## config.mk

```make
export PLATFORM = sky130hd
export DESIGN_NAME = bpht_ctrl
export DESIGN_NICKNAME = d
export VERILOG_FILES = /design/src/bpht_pkg.sv /design/src/bpht_ctrl.sv
export SDC_FILE = /design/constraint.sdc
export NUM_CORES = 1
export LEC_CHECK = 0
export BUFFER_PORTS_ARGS = -buffer_cell sky130_fd_sc_hd__buf_2
export CAP_MARGIN = 40
export CORE_AREA = 2 2 39 41
export CTS_CLUSTER_SIZE = 30
export DETAILED_ROUTE_END_ITERATION = 8
export DIE_AREA = 0 0 41 43
export PLACE_DENSITY = 0.68
export REMOVE_ABC_BUFFERS = 1
export SLEW_MARGIN = 30
export SYNTH_ARGS = -nofsm -noshare
export SYNTH_HDL_FRONTEND = slang
export SYNTH_SLANG_ARGS = --single-unit
```

## constraint.sdc

```tcl
create_clock -name clk -period 1.9 [get_ports clk]
set_input_delay 0.285 -clock clk [delete_from_list [all_inputs] [get_ports clk]]
set_output_delay 0.285 -clock clk [all_outputs]
set_load 0.05 [all_outputs]
```

## src/bpht_pkg.sv

```systemverilog
// ---------------------------------------------------------------------------
// bpht_pkg
// Shared types and constants for the blocked probe hash table.
// ---------------------------------------------------------------------------
package bpht_pkg;

  localparam int Capacity      = 1024;
  localparam int SlotsPerBlock = 16;
  localparam int NumBlocks     = Capacity / SlotsPerBlock;
  localparam int BlkW          = $clog2(NumBlocks);
  localparam int SlotW         = $clog2(SlotsPerBlock);
  localparam int AddrW         = $clog2(Capacity);

  localparam logic [31:0] VacantKey      = 32'hDEADBEEF;
  localparam logic [31:0] PlaceholderKey = 32'h600DBEEF;

  localparam logic [1:0] FuncInsert = 2'd0;
  localparam logic [1:0] FuncLookup = 2'd1;
  localparam logic [1:0] FuncRemove = 2'd2;
  localparam logic [1:0] FuncUnused = 2'd3;

  localparam logic [1:0] StatOk       = 2'd0;
  localparam logic [1:0] StatNotFound = 2'd1;
  localparam logic [1:0] StatFull     = 2'd2;
  localparam logic [1:0] StatSentinel = 2'd3;

  typedef struct packed {
    logic load;      // capture request, set block to home
    logic clr_start; // begin clearing pass
    logic rd;        // read current block
    logic next_blk;  // advance block
    logic wr_hit;    // apply hit action
    logic wr_free;   // insert into free slot
  } bpht_cmd_t;

  typedef struct packed {
    logic clr_done;
    logic hit;
    logic free;
    logic wrapped;   // all blocks visited after this one
    logic sentinel;
    logic [1:0] func;
  } bpht_stat_t;

endpackage

```

## src/bpht_ctrl.sv

```systemverilog
// ---------------------------------------------------------------------------
// bpht_ctrl
// Sequencer: clear, accept, probe blocks, write back, emit result.
// ---------------------------------------------------------------------------
module bpht_ctrl (
  input  logic                 clk,
  input  logic                 rst,
  output bpht_pkg::bpht_cmd_t  cmd,
  input  bpht_pkg::bpht_stat_t stat,
  input  logic                 in_valid,
  output logic                 in_ready,
  output logic                 out_valid,
  input  logic                 out_ready,
  output logic                 res_found,
  output logic                 res_take_value,
  output logic [1:0]           res_status
);
  typedef enum logic [2:0] {ST_INIT, ST_CLEAR, ST_IDLE, ST_READ, ST_EVAL, ST_OUT} state_t;
  state_t state;

  always_comb begin
    cmd = '0;
    in_ready = (state == ST_IDLE) || (state == ST_OUT && out_ready);
    cmd.clr_start = state == ST_INIT;
    cmd.load = in_valid && in_ready;
    cmd.rd = state == ST_READ;
    if (state == ST_EVAL && !stat.sentinel && stat.func != bpht_pkg::FuncUnused) begin
      if (stat.hit) begin
        cmd.wr_hit = stat.func != bpht_pkg::FuncLookup;
      end else if (stat.free) begin
        cmd.wr_free = stat.func == bpht_pkg::FuncInsert;
      end else if (!stat.wrapped) begin
        cmd.next_blk = 1'b1;
      end
    end
  end

  always_ff @(posedge clk) begin
    if (rst) begin
      state <= ST_INIT;
      out_valid <= 1'b0;
    end else begin
      case (state)
        ST_INIT: state <= ST_CLEAR;
        ST_CLEAR: if (stat.clr_done) state <= ST_IDLE;
        ST_IDLE: if (cmd.load) state <= ST_READ;
        ST_OUT: begin
          if (out_ready) begin
            out_valid <= 1'b0;
            state <= cmd.load ? ST_READ : ST_IDLE;
          end
        end
        ST_READ: state <= ST_EVAL;
        ST_EVAL: begin
          if (cmd.next_blk) begin
            state <= ST_READ;
          end else begin
            state <= ST_OUT;
            out_valid <= 1'b1;
            if (stat.func == bpht_pkg::FuncUnused) begin
              res_found <= 1'b0;
              res_take_value <= 1'b0;
              res_status <= bpht_pkg::StatOk;
            end else if (stat.sentinel) begin
              res_found <= 1'b0;
              res_take_value <= 1'b0;
              res_status <= bpht_pkg::StatSentinel;
            end else if (stat.hit) begin
              res_found <= 1'b1;
              res_take_value <= stat.func == bpht_pkg::FuncLookup;
              res_status <= bpht_pkg::StatOk;
            end else if (stat.func == bpht_pkg::FuncInsert) begin
              res_found <= 1'b0;
              res_take_value <= 1'b0;
              res_status <= stat.free ? bpht_pkg::StatOk : bpht_pkg::StatFull;
            end else begin
              res_found <= 1'b0;
              res_take_value <= 1'b0;
              res_status <= bpht_pkg::StatNotFound;
            end
          end
        end
        default: state <= ST_INIT;
      endcase
    end
  end
endmodule

```

Yosys cells after proc, flatten, opt, wreduce, memory -nomap -nowiden
Cells that the tools add are included.

cells by class
  equal/unequal tests = 13
  mux-type cells = 21
  bitwise gates (word level) = 3
  reduce and logical (&&, ||, !) cells = 14

operators by type and width
  kind                                                                   count
  3-bit one-hot mux with 6 select lines                                  1
  3-bit two-way mux                                                      5
  1-bit two-way mux                                                      10
  2-bit != test, second input constant                                   5
  3-bit AND reduction                                                    3
  2-bit two-way mux                                                      4
  3-bit by 2-bit equality test with 1-bit output, second input constant  2
  3-bit equality test, second input constant                             2
  1-bit logical AND                                                      4
  3-bit by 1-bit equality test with 1-bit output, second input constant  1
  3-bit logical NOT                                                      1
  1-bit NOT                                                              3
  3-bit OR reduction                                                     1
  2-bit by 1-bit equality test with 1-bit output, second input constant  1
  2-bit equality test, second input constant                             1
  2-bit logical NOT                                                      1
  2-bit by 1-bit != test with 1-bit output, second input constant        1
  1-bit one-hot mux with 2 select lines                                  1
  2-bit nonzero test                                                     1
  2-bit OR reduction                                                     1
  1-bit logical NOT                                                      1
  1-bit logical OR                                                       1

storage, ports and cells
  flip-flop bits (word level) = 8
  input port bits = 11
  output and inout port bits = 12
  logic and storage cells = 56

Longest topological paths before layout
  word-level depth = 7
  depth in mapped cells = 4
  gate-level depth less buffers = 3

Worst setup path after synthesis
Ideal clock, no wire load.

  kind = reg2out
  start = reg state[2]
  end = out cmd[0] (netlist bit)
  arrival time = 2470 ps
  required time = 1615 ps
  slack = -855 ps
  stages on the path, launching flop included = 4
  path buffers = 1
  path through = dfxtp_1 -> buf_4 -> or3b_4 -> nor4b_1

RTL lines
  item                      line             text
  start: declaration        bpht_ctrl.sv:19  state_t state;
  start signal: assignment  bpht_ctrl.sv:50  state <= cmd.load ? ST_READ : ST_IDLE;
  end: declaration          bpht_ctrl.sv:8   output bpht_pkg::bpht_cmd_t cmd,

==> results.md <==
- Outcome: complete, no violations
- Die ar.: about 1800 um^2
- Finished Layout Cells: approximately 100
- GP Congestion: about 0.8
- Setup violators final: 0
- Setup bufs post-CTS: 0
- Share of cells above drive strength 1: a little under half
- Setup TNS: 0 ns
- Fmax: 541 MHz
- Register-to-Register Path Depth: 3
- Area leader, netlist: edfxtp_1
- DRT antenna net count: 0
- Top cells by area, synth: edfxtp_1 23%, dfxtp_1 16%, a21oi_1 5.8%
- Avg Vias per Cell: about 5.2
- Mapped Cells: just under 60
- Num CTS Buffers: 3
- IO buf count: 22
- WHS: between 0.2 and 0.3 ns
- PD cells: approximately 740 nW/um^2
- Worst Path Arrival: approximately 1.6 ns
- Worst-skew pair later-pin latency: roughly 0.25 ns
- Most common cell after layout, fill and taps aside: buf_2
- H-tree lvl count: 1
- Unique masters post-synth: 30
- Die height: approximately 43 um
- Place WS: 0.174 ns
- Global route overflow: 0
- WL/cell: 11.9 um
- First-pass GRT wire length: just under 2000 um
- Tot GR Track Use: 16.5%
- Commonest cells after routing, fill and taps aside: 21 x buf_2, 6 x a21oi_1, 5 x inv_1
- CP cell instances: or3b_4 > nor4b_2 > buf_4
- Placed cells: between 90 and 100
- Final Hold Vio Count: 0
- First drt pass iteration count: 4
- Crit end category: primary output
- TritonCTS clock tree: built
- Die Wd: 41 um
- WS Path Type: reg -> out
- Setup crit start kind: flip-flop
- Worst path slowest cell: or3b_4
- Peak supply drop: 0.342 mV
- Layout Nets: 96
- Starting Density: a little under two fifths
- Largest stage delay on the critical path: between 0.4 and 0.5 ns
- DR iter-0 viols: 2
- Area Growth Syn to Fin: 33.7%
- Critical path peak fanout: 8
- Synth top area share: approximately a quarter
- Maximum clock path buffer count: 2
- Worst min path class: in -> reg
- Tcrit/Tclk final: 97.3%
- Max Cap Viol: 0
- Reg2reg start: state[2]
- Clock slew at reported path FFs: 0.06 ns
- Hpwl dp: between 900 and 1000 um
- R2r endpoint: res_found
- Slew Viols, Final: 0
- Post-route minimum period: 1.85 ns
- Residual DRC: 0
- Clk root buf: clkbuf_4
- Sequential-to-total area share from yosys stat: 38.8%
- Routed via count: just over 500
- Yosys Warn Count: 0
- Flop2flop setup slack: approximately 0.27 ns
- Lkg Pwr: 0.297 nW
- Cell row count: 14
- Vias in the first global route: 460
- Power Total: 0.509 mW
- Inserted Diodes: 0
- Worst Skew: ~0.0086 ns
- Routed WL: 1180 um
- Worst Max-Slew Pin Slew: approximately 0.46 ns
- Largest net degree at the start of global routing: 14
- Mapped cell area: a little over 500 um^2
- Clock sinks: 8
- Worst setup margin: ~0.052 ns
- Hold path cells: 2
- Hold worst-path end: state[1]
- Worst hold path startpoint: rst
- Core area: 1380 um^2
- Post-CTS Hold Fix Bufs: 0
- WP data required: 1.62 ns
- Antenna violations before repair: 0
- Synth Register Bits: 8
- Top Ports: 23
- Slew HR: just under 70%
- Avg Inst Size Synth: 8.89 um^2
state kept, by name (all words and copies together), names as in the netlist:
name,count
state,3
out_valid,1
res_found,1
res_take_value,1
res_status,2
routing by layer:
layer | share of wire (%) | global-route usage (%)
met5 | 0 | 0
met4 | 0 | 8.00
met3 | 6.9 | 4.71
met2 | 50 | 23.8
met1 | 43 | 21.7
kinds of logic (layout without fill, tap and decap cells):
family,after synthesis,in the layout,share of synthesized area (%)
AND/OR/NAND/NOR,25,25,30.3
AO/OA/AOI/OAI,16,16,21.8
multiplexers,1,1,2.18
buffers and inverters,8,33,6.80
flip-flops,8,8,38.8
timing repair:
item                       4_1_cts  5_1_grt
gates cloned                     0        0
pin swaps                        0        0
gates resized for setup          2        2
setup endpoints to repair        1        2
area by class of cell:
| type | instances | area (um^2) |
|---|---|---|
| clock buffer | 3 | 22.5 |
| fill | 140 | 694 |
| tap | 16 | 20.0 |
| sequential | 8 | 201 |
| timing repair buffer | 25 | 135 |
| inverter | 5 | 18.8 |
| multi-input combinational | 42 | 292 |
stage by stage:
stage,instance area (um^2),util [%]
after global routing,689,49.8
after detailed placement,652,47.1
after floorplan,499,-
final,689,49.8
after global placement,652,47.1
after CTS,678,49.0
synthesized netlist by cell type:
cell	number
nor2_1	4
nor2b_1	1
nand2_1	3
nor4b_1	1
nor4_1	1
a31o_2	2
o21ai_0	1
a311oi_2	1
nand2b_1	2
nand4b_1	1
mux2_2	1
buf_4	1
and2_1	1
o21a_1	1
dfxtp_1	4
a31oi_1	3
a21oi_1	6
nor3_1	2
nand3b_1	1
or3b_4	1
clkbuf_1	1
a21o_1	1
nor3b_1	3
or3b_2	2
o221a_2	1
and3_1	1
edfxtp_1	4
inv_1	5
buf_2	1
or3_1	1
critical path, delay by kind of cell (launching register included):
| kind | cells | cell delay, ns |
|---|---|---|
| simple gates | 2 | 0.68 |
| flops | 1 | 0.39 |
| buf+inv | 1 | 0.24 |
worst max-delay path by stage:
stage	end	from	slack [ns]
floorplan	cmd[0]	state[2]	-0.86
global placement	cmd[0]	state[2]	0.22
detailed placement	cmd[0]	state[2]	0.17
CTS	cmd[0]	state[2]	0.02
global route	cmd[0]	state[2]	-0.02
finish	cmd[0]	state[2]	0.05
report_power, final:
part / switching [mW] / internal (mW)
Sequential: 0.00981 / 0.195
Clock: 0.0554 / 0.0721
Combinational: 0.112 / 0.0656
Power figures use the tool's default switching activity.
